## config.mk

```make
export PLATFORM = sky130hd
export DESIGN_NAME = linear_fade_envelope_top
export DESIGN_NICKNAME = d
export VERILOG_FILES = /design/src/rtl/lfe_pkg.sv /design/src/rtl/lfe_div.sv /design/src/rtl/linear_fade_envelope_top.sv
export SDC_FILE = /design/constraint.sdc
export NUM_CORES = 2
export LEC_CHECK = 0
export BUFFER_PORTS_ARGS = -buffer_cell sky130_fd_sc_hd__buf_2
export CAP_MARGIN = 25
export CORE_UTILIZATION = 60
export DETAILED_ROUTE_END_ITERATION = 10
export MAX_ROUTING_LAYER = met4
export PLACE_DENSITY = 0.89
export SETUP_SLACK_MARGIN = 0.3
export SLEW_MARGIN = 20
export SYNTH_ARGS = -nofsm -noshare
export SYNTH_HDL_FRONTEND = slang
export SYNTH_SLANG_ARGS = --single-unit
```

## constraint.sdc

```tcl
create_clock -name clk -period 10.5 [get_ports clk]
set_clock_uncertainty 0.2 [all_clocks]
set_input_delay 1.05 -clock clk [delete_from_list [all_inputs] [get_ports clk]]
set_output_delay 1.05 -clock clk [all_outputs]
set_load 0.05 [all_outputs]
```

## src/rtl/lfe_pkg.sv

```systemverilog
`default_nettype none
// ----------------------------------------------------------------------------
// lfe_pkg: shared constants for the linear fade envelope
// Register widths, register indexes and default parameter values.
// ----------------------------------------------------------------------------
package lfe_pkg;

	localparam int CFG_W       = 32;
	localparam int CC_W        = 4;
	localparam int CFG_IDX_W   = 2;
	localparam int CHAN_CMP_W  = 8;

	localparam int DEF_MAX_CHANNELS = 8;
	localparam int DEF_SAMPLE_BITS  = 24;
	localparam int DEF_FRAME_BITS   = 32;

	localparam logic [CFG_IDX_W-1:0] REG_FADE_MODE     = 2'd0;
	localparam logic [CFG_IDX_W-1:0] REG_FADE_FRAMES   = 2'd1;
	localparam logic [CFG_IDX_W-1:0] REG_TOTAL_FRAMES  = 2'd2;
	localparam logic [CFG_IDX_W-1:0] REG_CHANNEL_COUNT = 2'd3;

	localparam logic MODE_FADE_IN  = 1'b0;
	localparam logic MODE_FADE_OUT = 1'b1;

	typedef struct packed {
		logic start;
		logic done;
	} lfe_div_ctl_t;

endpackage
`default_nettype wire

```

## src/rtl/lfe_div.sv

```systemverilog
`default_nettype none
// ----------------------------------------------------------------------------
// lfe_div: restoring unsigned divider
// One quotient bit per cycle.
// ----------------------------------------------------------------------------
module lfe_div
	import lfe_pkg::*;
#(
	parameter int DW = 56,
	parameter int VW = 32
) (
	input  wire logic          clk,
	input  wire logic          arst_n,
	input  wire lfe_div_ctl_t  ctl_in,
	output lfe_div_ctl_t       ctl_out,
	input  wire logic [DW-1:0] dividend,
	input  wire logic [VW-1:0] divisor,
	output logic [DW-1:0]      quotient
);

	localparam int CNT_W = $clog2(DW + 1);

	logic [VW-1:0]    rem_q;
	logic [VW-1:0]    dvs_q;
	logic [DW-1:0]    quo_q;
	logic [CNT_W-1:0] cnt_q;
	logic             busy_q;
	logic             done_q;
	logic [VW:0]      shifted;
	logic [VW:0]      diff;
	logic             take;

	assign shifted = {rem_q, quo_q[DW-1]};
	assign diff    = shifted - {1'b0, dvs_q};
	assign take    = (shifted >= {1'b0, dvs_q});

	always_ff @(posedge clk or negedge arst_n) begin
		if (!arst_n) begin
			busy_q <= 1'b0;
			done_q <= 1'b0;
			cnt_q  <= '0;
		end else begin
			if (ctl_in.start) begin
				busy_q <= 1'b1;
				done_q <= 1'b0;
				cnt_q  <= '0;
			end else if (busy_q) begin
				cnt_q <= cnt_q + CNT_W'(1);
				if (cnt_q == CNT_W'(DW - 1)) begin
					busy_q <= 1'b0;
					done_q <= 1'b1;
				end else begin
					done_q <= 1'b0;
				end
			end else begin
				done_q <= 1'b0;
			end
		end
	end

	always_ff @(posedge clk) begin
		if (ctl_in.start) begin
			rem_q <= '0;
			dvs_q <= divisor;
			quo_q <= dividend;
		end else if (busy_q) begin
			rem_q <= take ? diff[VW-1:0] : shifted[VW-1:0];
			quo_q <= {quo_q[DW-2:0], take};
		end
	end

	assign quotient      = quo_q;
	assign ctl_out.start = 1'b0;
	assign ctl_out.done  = done_q;

endmodule
`default_nettype wire

```

## src/rtl/linear_fade_envelope_top.sv

```systemverilog
`default_nettype none
// ----------------------------------------------------------------------------
// linear_fade_envelope_top: linear fade-in / fade-out gain
// Tracks frame and channel position of interleaved samples and scales
// samples inside the fade region by a linear gain, truncated toward zero.
// ----------------------------------------------------------------------------
// One request at a time. A sample outside the fade region passes through
// the evaluate and done states to the output register; a sample inside it
// also passes the multiply and divide states, where the restoring divider
// produces one quotient bit per cycle. The input is ready again once the
// result has moved into the output register, so a result may wait there
// while the next request is already in work.
module linear_fade_envelope_top
	import lfe_pkg::*;
#(
	parameter int MAX_CHANNELS = DEF_MAX_CHANNELS,
	parameter int SAMPLE_BITS  = DEF_SAMPLE_BITS,
	parameter int FRAME_BITS   = DEF_FRAME_BITS
) (
	input  wire logic                   clk,
	input  wire logic                   arst_n,
	input  wire logic                   cfg_we,
	input  wire logic [CFG_IDX_W-1:0]   cfg_index,
	input  wire logic [CFG_W-1:0]       cfg_data,
	input  wire logic                   in_valid,
	output logic                        in_ready,
	input  wire logic signed [SAMPLE_BITS-1:0] sample_in,
	input  wire logic                   restart,
	output logic                        out_valid,
	input  wire logic                   out_ready,
	output logic signed [SAMPLE_BITS-1:0] sample_out,
	output logic                        in_fade,
	output logic                        end_of_file
);

	localparam int CMP_W  = (FRAME_BITS > CFG_W) ? FRAME_BITS : CFG_W;
	localparam int CH_W   = (MAX_CHANNELS > 1) ? $clog2(MAX_CHANNELS) : 1;
	localparam int PROD_W = SAMPLE_BITS + CFG_W;

	localparam logic [2:0] ST_IDLE = 3'd0;
	localparam logic [2:0] ST_EVAL = 3'd1;
	localparam logic [2:0] ST_MUL  = 3'd2;
	localparam logic [2:0] ST_DIV  = 3'd3;
	localparam logic [2:0] ST_DONE = 3'd4;

	logic [2:0]             state_q;
	logic                   mode_q;
	logic [CFG_W-1:0]       fade_len_q;
	logic [CFG_W-1:0]       total_q;
	logic [CC_W-1:0]        chcnt_q;
	logic [FRAME_BITS-1:0]  frame_q;
	logic [CH_W-1:0]        chan_q;

	logic [SAMPLE_BITS-1:0] raw_q;
	logic                   restart_q;
	logic                   fade_q;
	logic                   eof_q;
	logic                   neg_q;
	logic [SAMPLE_BITS-1:0] mag_q;
	logic [CFG_W-1:0]       num_q;
	logic [CFG_W-1:0]       fdiv_q;

	logic                   out_valid_q;
	logic [SAMPLE_BITS-1:0] sample_out_q;
	logic                   in_fade_q;
	logic                   eof_out_q;

	logic [FRAME_BITS-1:0]  pos_i;
	logic [CH_W-1:0]        pos_c;
	logic [CMP_W-1:0]       i_x;
	logic [CMP_W-1:0]       tot_x;
	logic [CMP_W-1:0]       ff_x;
	logic [CMP_W-1:0]       f_x;
	logic [CMP_W-1:0]       num_x;
	logic                   fade_c;
	logic [CHAN_CMP_W-1:0]  cc_x;
	logic [CHAN_CMP_W-1:0]  eff_ch;
	logic                   last_ch;
	logic                   eof_c;

	lfe_div_ctl_t           div_in;
	lfe_div_ctl_t           div_out;
	logic [PROD_W-1:0]      product;
	logic [PROD_W-1:0]      quo;
	logic [SAMPLE_BITS-1:0] q_lo;
	logic [SAMPLE_BITS-1:0] res_div;
	logic                   accept;
	logic                   load_out;

	assign accept   = in_valid && in_ready;
	assign in_ready = (state_q == ST_IDLE);
	assign load_out = (state_q == ST_DONE) && (!out_valid_q || out_ready);

	// position, fade region and end of file of the held sample
	always_comb begin
		pos_i   = restart_q ? '0 : frame_q;
		pos_c   = restart_q ? '0 : chan_q;
		i_x     = CMP_W'(pos_i);
		tot_x   = CMP_W'(total_q);
		ff_x    = CMP_W'(fade_len_q);
		f_x     = (ff_x > tot_x) ? tot_x : ff_x;
		fade_c  = 1'b0;
		num_x   = '0;
		if (f_x != '0) begin
			if (mode_q == MODE_FADE_IN) begin
				if (i_x < f_x) begin
					fade_c = 1'b1;
					num_x  = i_x;
				end
			end else begin
				if ((i_x >= tot_x - f_x) && (i_x < tot_x)) begin
					fade_c = 1'b1;
					num_x  = tot_x - i_x;
				end
			end
		end
		cc_x = CHAN_CMP_W'(chcnt_q);
		if (cc_x == '0) begin
			eff_ch = CHAN_CMP_W'(1);
		end else if (cc_x > CHAN_CMP_W'(MAX_CHANNELS)) begin
			eff_ch = CHAN_CMP_W'(MAX_CHANNELS);
		end else begin
			eff_ch = cc_x;
		end
		last_ch = ((CHAN_CMP_W'(pos_c) + CHAN_CMP_W'(1)) >= eff_ch);
		eof_c   = last_ch && (tot_x != '0) && (i_x == tot_x - CMP_W'(1));
	end

	assign product      = PROD_W'(mag_q) * PROD_W'(num_q);
	assign div_in.start = (state_q == ST_MUL);
	assign div_in.done  = 1'b0;
	assign q_lo         = quo[SAMPLE_BITS-1:0];
	assign res_div      = neg_q ? (~q_lo + SAMPLE_BITS'(1)) : q_lo;

	lfe_div #(
		.DW (PROD_W),
		.VW (CFG_W)
	) u_div (
		.clk      (clk),
		.arst_n   (arst_n),
		.ctl_in   (div_in),
		.ctl_out  (div_out),
		.dividend (product),
		.divisor  (fdiv_q),
		.quotient (quo)
	);

	always_ff @(posedge clk or negedge arst_n) begin
		if (!arst_n) begin
			state_q     <= ST_IDLE;
			mode_q      <= MODE_FADE_IN;
			fade_len_q  <= '0;
			total_q     <= '0;
			chcnt_q     <= CC_W'(1);
			frame_q     <= '0;
			chan_q      <= '0;
			out_valid_q <= 1'b0;
		end else begin
			if (cfg_we) begin
				unique case (cfg_index)
					REG_FADE_MODE:     mode_q     <= cfg_data[0];
					REG_FADE_FRAMES:   fade_len_q <= cfg_data;
					REG_TOTAL_FRAMES:  total_q    <= cfg_data;
					REG_CHANNEL_COUNT: chcnt_q    <= cfg_data[CC_W-1:0];
					default:           mode_q     <= mode_q;
				endcase
			end
			out_valid_q <= load_out || (out_valid_q && !out_ready);
			unique case (state_q)
				ST_IDLE: begin
					if (accept) begin
						state_q <= ST_EVAL;
					end
				end
				ST_EVAL: begin
					// advance position
					if (eof_c) begin
						frame_q <= '0;
						chan_q  <= '0;
					end else if (last_ch) begin
						frame_q <= pos_i + FRAME_BITS'(1);
						chan_q  <= '0;
					end else begin
						frame_q <= pos_i;
						chan_q  <= pos_c + CH_W'(1);
					end
					state_q <= fade_c ? ST_MUL : ST_DONE;
				end
				ST_MUL: begin
					state_q <= ST_DIV;
				end
				ST_DIV: begin
					if (div_out.done) begin
						state_q <= ST_DONE;
					end
				end
				ST_DONE: begin
					if (load_out) begin
						state_q <= ST_IDLE;
					end
				end
				default: begin
					state_q <= ST_IDLE;
				end
			endcase
		end
	end

	always_ff @(posedge clk) begin
		if (accept) begin
			raw_q     <= sample_in;
			restart_q <= restart;
		end
		if (state_q == ST_EVAL) begin
			fade_q <= fade_c;
			eof_q  <= eof_c;
			neg_q  <= raw_q[SAMPLE_BITS-1];
			mag_q  <= raw_q[SAMPLE_BITS-1] ? (~raw_q + SAMPLE_BITS'(1)) : raw_q;
			num_q  <= num_x[CFG_W-1:0];
			fdiv_q <= f_x[CFG_W-1:0];
		end
		if (load_out) begin
			sample_out_q <= fade_q ? res_div : raw_q;
			in_fade_q    <= fade_q;
			eof_out_q    <= eof_q;
		end
	end

	assign out_valid   = out_valid_q;
	assign sample_out  = sample_out_q;
	assign in_fade     = in_fade_q;
	assign end_of_file = eof_out_q;

	a_accept_eval: assert property (@(posedge clk) disable iff (!arst_n)
		accept |=> (state_q == ST_EVAL))
		else $error("accepted request did not enter evaluation");

	a_div_done_state: assert property (@(posedge clk) disable iff (!arst_n)
		div_out.done |-> (state_q == ST_DIV))
		else $error("divider finished outside the divide state");

	a_load_free: assert property (@(posedge clk) disable iff (!arst_n)
		load_out |-> (!out_valid_q || out_ready))
		else $error("result loaded over an untaken result");

	a_load_valid: assert property (@(posedge clk) disable iff (!arst_n)
		load_out |=> (out_valid_q && (state_q == ST_IDLE)))
		else $error("loaded result not presented");

endmodule
`default_nettype wire

```

==> impl_metrics.csv <==
group,metric,value,unit
cts,clock_root_buffer,"clkbuf_16",
cts,path_clk_slew,0.07,ns
outcome,status,"complete, no violations",
die,coreArea,79130,um^2
die,die_h,285.0,um
critical_path,r2r.worst_path.cells,26,
grt,grt_overflow,0,
placed_design,dp.final_hpwl,106.3,mm
cts,cts_hold_buffers,0,
cts,clock_tree.buffer_depth,3,
cts,post_cts.repair.setup_buffers,0,
routing,drt_drc_violations_left,0,
critical_path,reg2reg_to,"u_div.quotient[53]",
synthesis,async_reset_ff_share,30.69,%
critical_path,worstSetupStartpointType,"flip-flop",
critical_path,crit_path_start,"num_q[12]",
timing,layout_worst_path_cycle_share,87.36,%
routing,post_drt_via_cell_ratio,6.160,
grt,grt_first_pass_wirelength,215.5,mm
critical_path,criticalPathCategory,"flip-flop to flip-flop",
critical_path,max_fanout_on_critical_path,24,
grt,grt_antenna_before_repair,2,
grt,largest_net_degree_at_the_start_of_global_routing,82,
grt,grt_use_total,35.18,%
die,effective_utilization_at_floorplan,60.72,%
final_layout,area_growth_syn_to_layout,6.208,%
timing,final_max_slew_viol_count,0,
synthesis,ys.warnings.count,0,
timing,period_minus_slack,9.173,ns
synthesis,synth-seq-cells,378,
timing,totalNegativeSetupSlack,0,ns
grt,first_global_vias,40018,
die,dieArea,81220,um^2
critical_path,critical_path.slowest_cell,"edfxtp_1",
critical_path,cp.required,10.63,ns
routing,route.vias.total,38415,
critical_path,setup.worst_path.end_class,"flip-flop",
synthesis,syn-num-nets,6271,
placed_design,port_buffers,91,
critical_path,worstSetupEndpoint,"u_div.quotient[53]",
critical_path,reg2reg_from,"num_q[12]",
timing,clock.fmax,0.1090,GHz
synthesis,postSynthAreaPerCell,9.301,um^2
synthesis,post_synth_num_cell_types,87,
min_path,min_path_type,"flip-flop to flip-flop",
cts,cts_resized,0,
critical_path,path_delay_family,"adder cells",
die,std_cell_rows,103,
cts,cts_max_level,2,
synthesis,yosysSeqAreaShare,21.75,%
critical_path,crit_cells,26,
final_layout,drive_above_1_share,6.694,%
routing,first_iter_violations,3219,
cts,worst_skew_pair.late_latency,0.62,ns
timing,timing.slew.headroom,21.04,%
die,die_width,285.0,um
critical_path,setup.reg_to_reg.worst_slack,1.33,ns
timing,setup_viol_count_final,0,
cts,tritoncts.num_buffers,41,
cts,cts.sink_count,378,
die,ioPinCount,92,
run,maxCapViolations,0,
placed_design,global_placer_s_final_weighted_congestion,1.029,
critical_path,worstPathBufferInverterCount,6,
cts,tritoncts,"yes",
synthesis,number_of_synthesized_flops_with_an_enable_pin,230,
routing,detailedRoute.firstPassIterationCount,6,
timing,report.final.hold_viol_count,0,
timing,rsz0062_at_grt,"no",
synthesis,synth_cells,5166,
timing,whs,0.2097,ns
critical_path,timing.critical_path.arrival,9.30,ns
critical_path,critical_path.most_common_cell,"fa_1",
critical_path,cp_slowest_stage_delay,1.08,ns
routing,antenna_left,0,
synthesis,mappedNetlistArea,48050,um^2
routing,drt-total-wl,136.4,mm
final_layout,fin_nets,6256,
routing,detail_route.wl_per_cell,21.88,um
synthesis,ys.flop_type,"edfxtp_1",
timing,timing_worst_slew_pin_value,1.184,ns
==> Yosys cell counts (9+ instances only) <==
master | count | area (um^2)
o21bai_1 | 25 | 187.7
xor2_1 | 74 | 648.1
a31oi_1 | 23 | 143.9
dfrtp_1 | 115 | 2878
dfxtp_1 | 32 | 640.6
edfxtp_1 | 230 | 6907
or3_1 | 14 | 87.58
o21a_1 | 12 | 90.09
inv_1 | 811 | 3044
ha_1 | 380 | 4755
nor2b_1 | 60 | 375.4
mux2_2 | 69 | 777.0
nand4_1 | 49 | 306.5
or2_2 | 10 | 62.56
a21o_1 | 110 | 825.8
nor3_1 | 44 | 220.2
o211ai_1 | 9 | 67.56
and2_1 | 255 | 1595
mux2i_1 | 36 | 360.4
nand2b_1 | 26 | 162.7
o41ai_1 | 13 | 113.9
a21oi_1 | 227 | 1136
nor4_1 | 29 | 181.4
nand2_1 | 783 | 2939
fa_1 | 661 | 13230
a211oi_1 | 25 | 187.7
and4_1 | 12 | 105.1
o21ai_0 | 209 | 1046
xnor2_1 | 144 | 1261
clkbuf_1 | 218 | 818.3
and3_1 | 29 | 181.4
a22o_1 | 32 | 280.3
or4_1 | 15 | 112.6
o31ai_1 | 33 | 247.7
nor2_1 | 160 | 600.6
nand3_1 | 46 | 230.2
==> kinds of logic (layout without fill, tap and decap cells) <==
kind of cell / Yosys count / in the layout / synth area share [%]
compound gates: 813 / 813 / 10.72
xor+xnor: 218 / 218 / 3.974
fa+ha+maj: 1041 / 1041 / 37.44
buf+inv: 1046 / 1064 / 8.213
flops: 378 / 378 / 21.75
mux: 105 / 105 / 2.367
other cells: 0 / 2 / 0
simple gates: 1565 / 1565 / 15.54
==> flip-flops by register name (all words and copies together), names as in the netlist, 3 cells and up <==
| register | count |
|---|---|
| chan_q | 3 |
| chcnt_q | 4 |
| fade_len_q | 32 |
| fdiv_q | 32 |
| frame_q | 32 |
| mag_q | 24 |
| num_q | 32 |
| raw_q | 24 |
| sample_out | 24 |
| state_q | 3 |
| tot_x | 32 |
| u_div.cnt_q | 6 |
| u_div.dvs_q | 32 |
| u_div.quotient | 56 |
| u_div.rem_q | 32 |
==> per-stage QoR <==
step / cells / cell area (um^2) / util (%) / setup slack (ns)
after floorplan: 5166 / 48050 / - / 2.839
after global routing: 6236 / 51030 / 64.49 / 0.8735
after CTS: 6232 / 51000 / 64.45 / 1.481
final: 6236 / 51030 / 64.49 / 1.327
after detailed placement: 6156 / 49580 / 62.66 / 1.534
after global placement: 6155 / 49560 / 62.63 / 1.778
==> per-layer routing <==
layer | part of all wire [%] | global-route usage, % | up-vias | wire length (um)
li1 | - | - | 16780 | -
met1 | 36 | 41.11 | 18802 | 48900
met2 | 47 | 56.27 | 2187 | 64180
met3 | 9.5 | 6.488 | 646 | 12980
met4 | 7.6 | 22.06 | 0 | 10380
met5 | 0 | - | - | 0
==> worst min-delay path by stage <==
stage | start | to | slack (ns) | depth (start not counted)
2_1_floorplan | eof_q | end_of_file | 0.20 | 0
3_3_place_gp | fdiv_q[8] | u_div.dvs_q[8] | 0.20 | 0
3_5_place_dp | fdiv_q[13] | u_div.dvs_q[13] | 0.20 | 0
4_1_cts | fdiv_q[13] | u_div.dvs_q[13] | 0.21 | 0
5_1_grt | fdiv_q[28] | u_div.dvs_q[28] | 0.22 | 0
6_report | fdiv_q[13] | u_div.dvs_q[13] | 0.21 | 0
==> layout make-up <==
cell class	count	area, um^2
multi-input cells	3742	33670
fillers	6092	28100
flip-flops and latches	378	10450
inverters	814	3058
well taps	1050	1314
clock buffers	51	1136
repair buffers	174	1116
clock inverters	25	275.3
diodes	2	5.005
==> cells in the final DEF (no fill, tap or decap), drive strengths merged, types with 23 or more instances in the layout <==
| cell | count |
|---|---|
| a211oi | 26 |
| a21o | 110 |
| a21oi | 228 |
| a22o | 32 |
| a31oi | 23 |
| and2 | 255 |
| and3 | 29 |
| buf | 174 |
| clkbuf | 51 |
| dfrtp | 115 |
| dfxtp | 32 |
| edfxtp | 230 |
| fa | 661 |
| ha | 380 |
| inv | 818 |
| mux2 | 69 |
| mux2i | 36 |
| nand2 | 783 |
| nand2b | 26 |
| nand3 | 46 |
| nand4 | 49 |
| nor2 | 161 |
| nor2b | 60 |
| nor3 | 47 |
| nor4 | 30 |
| o21ai | 217 |
| o21bai | 25 |
| o31ai | 33 |
| xnor2 | 144 |
| xor2 | 74 |
Power is left out: the tool's default activity adds up to more than one toggle a clock period on the data nets, which glitch-free logic cannot reach.
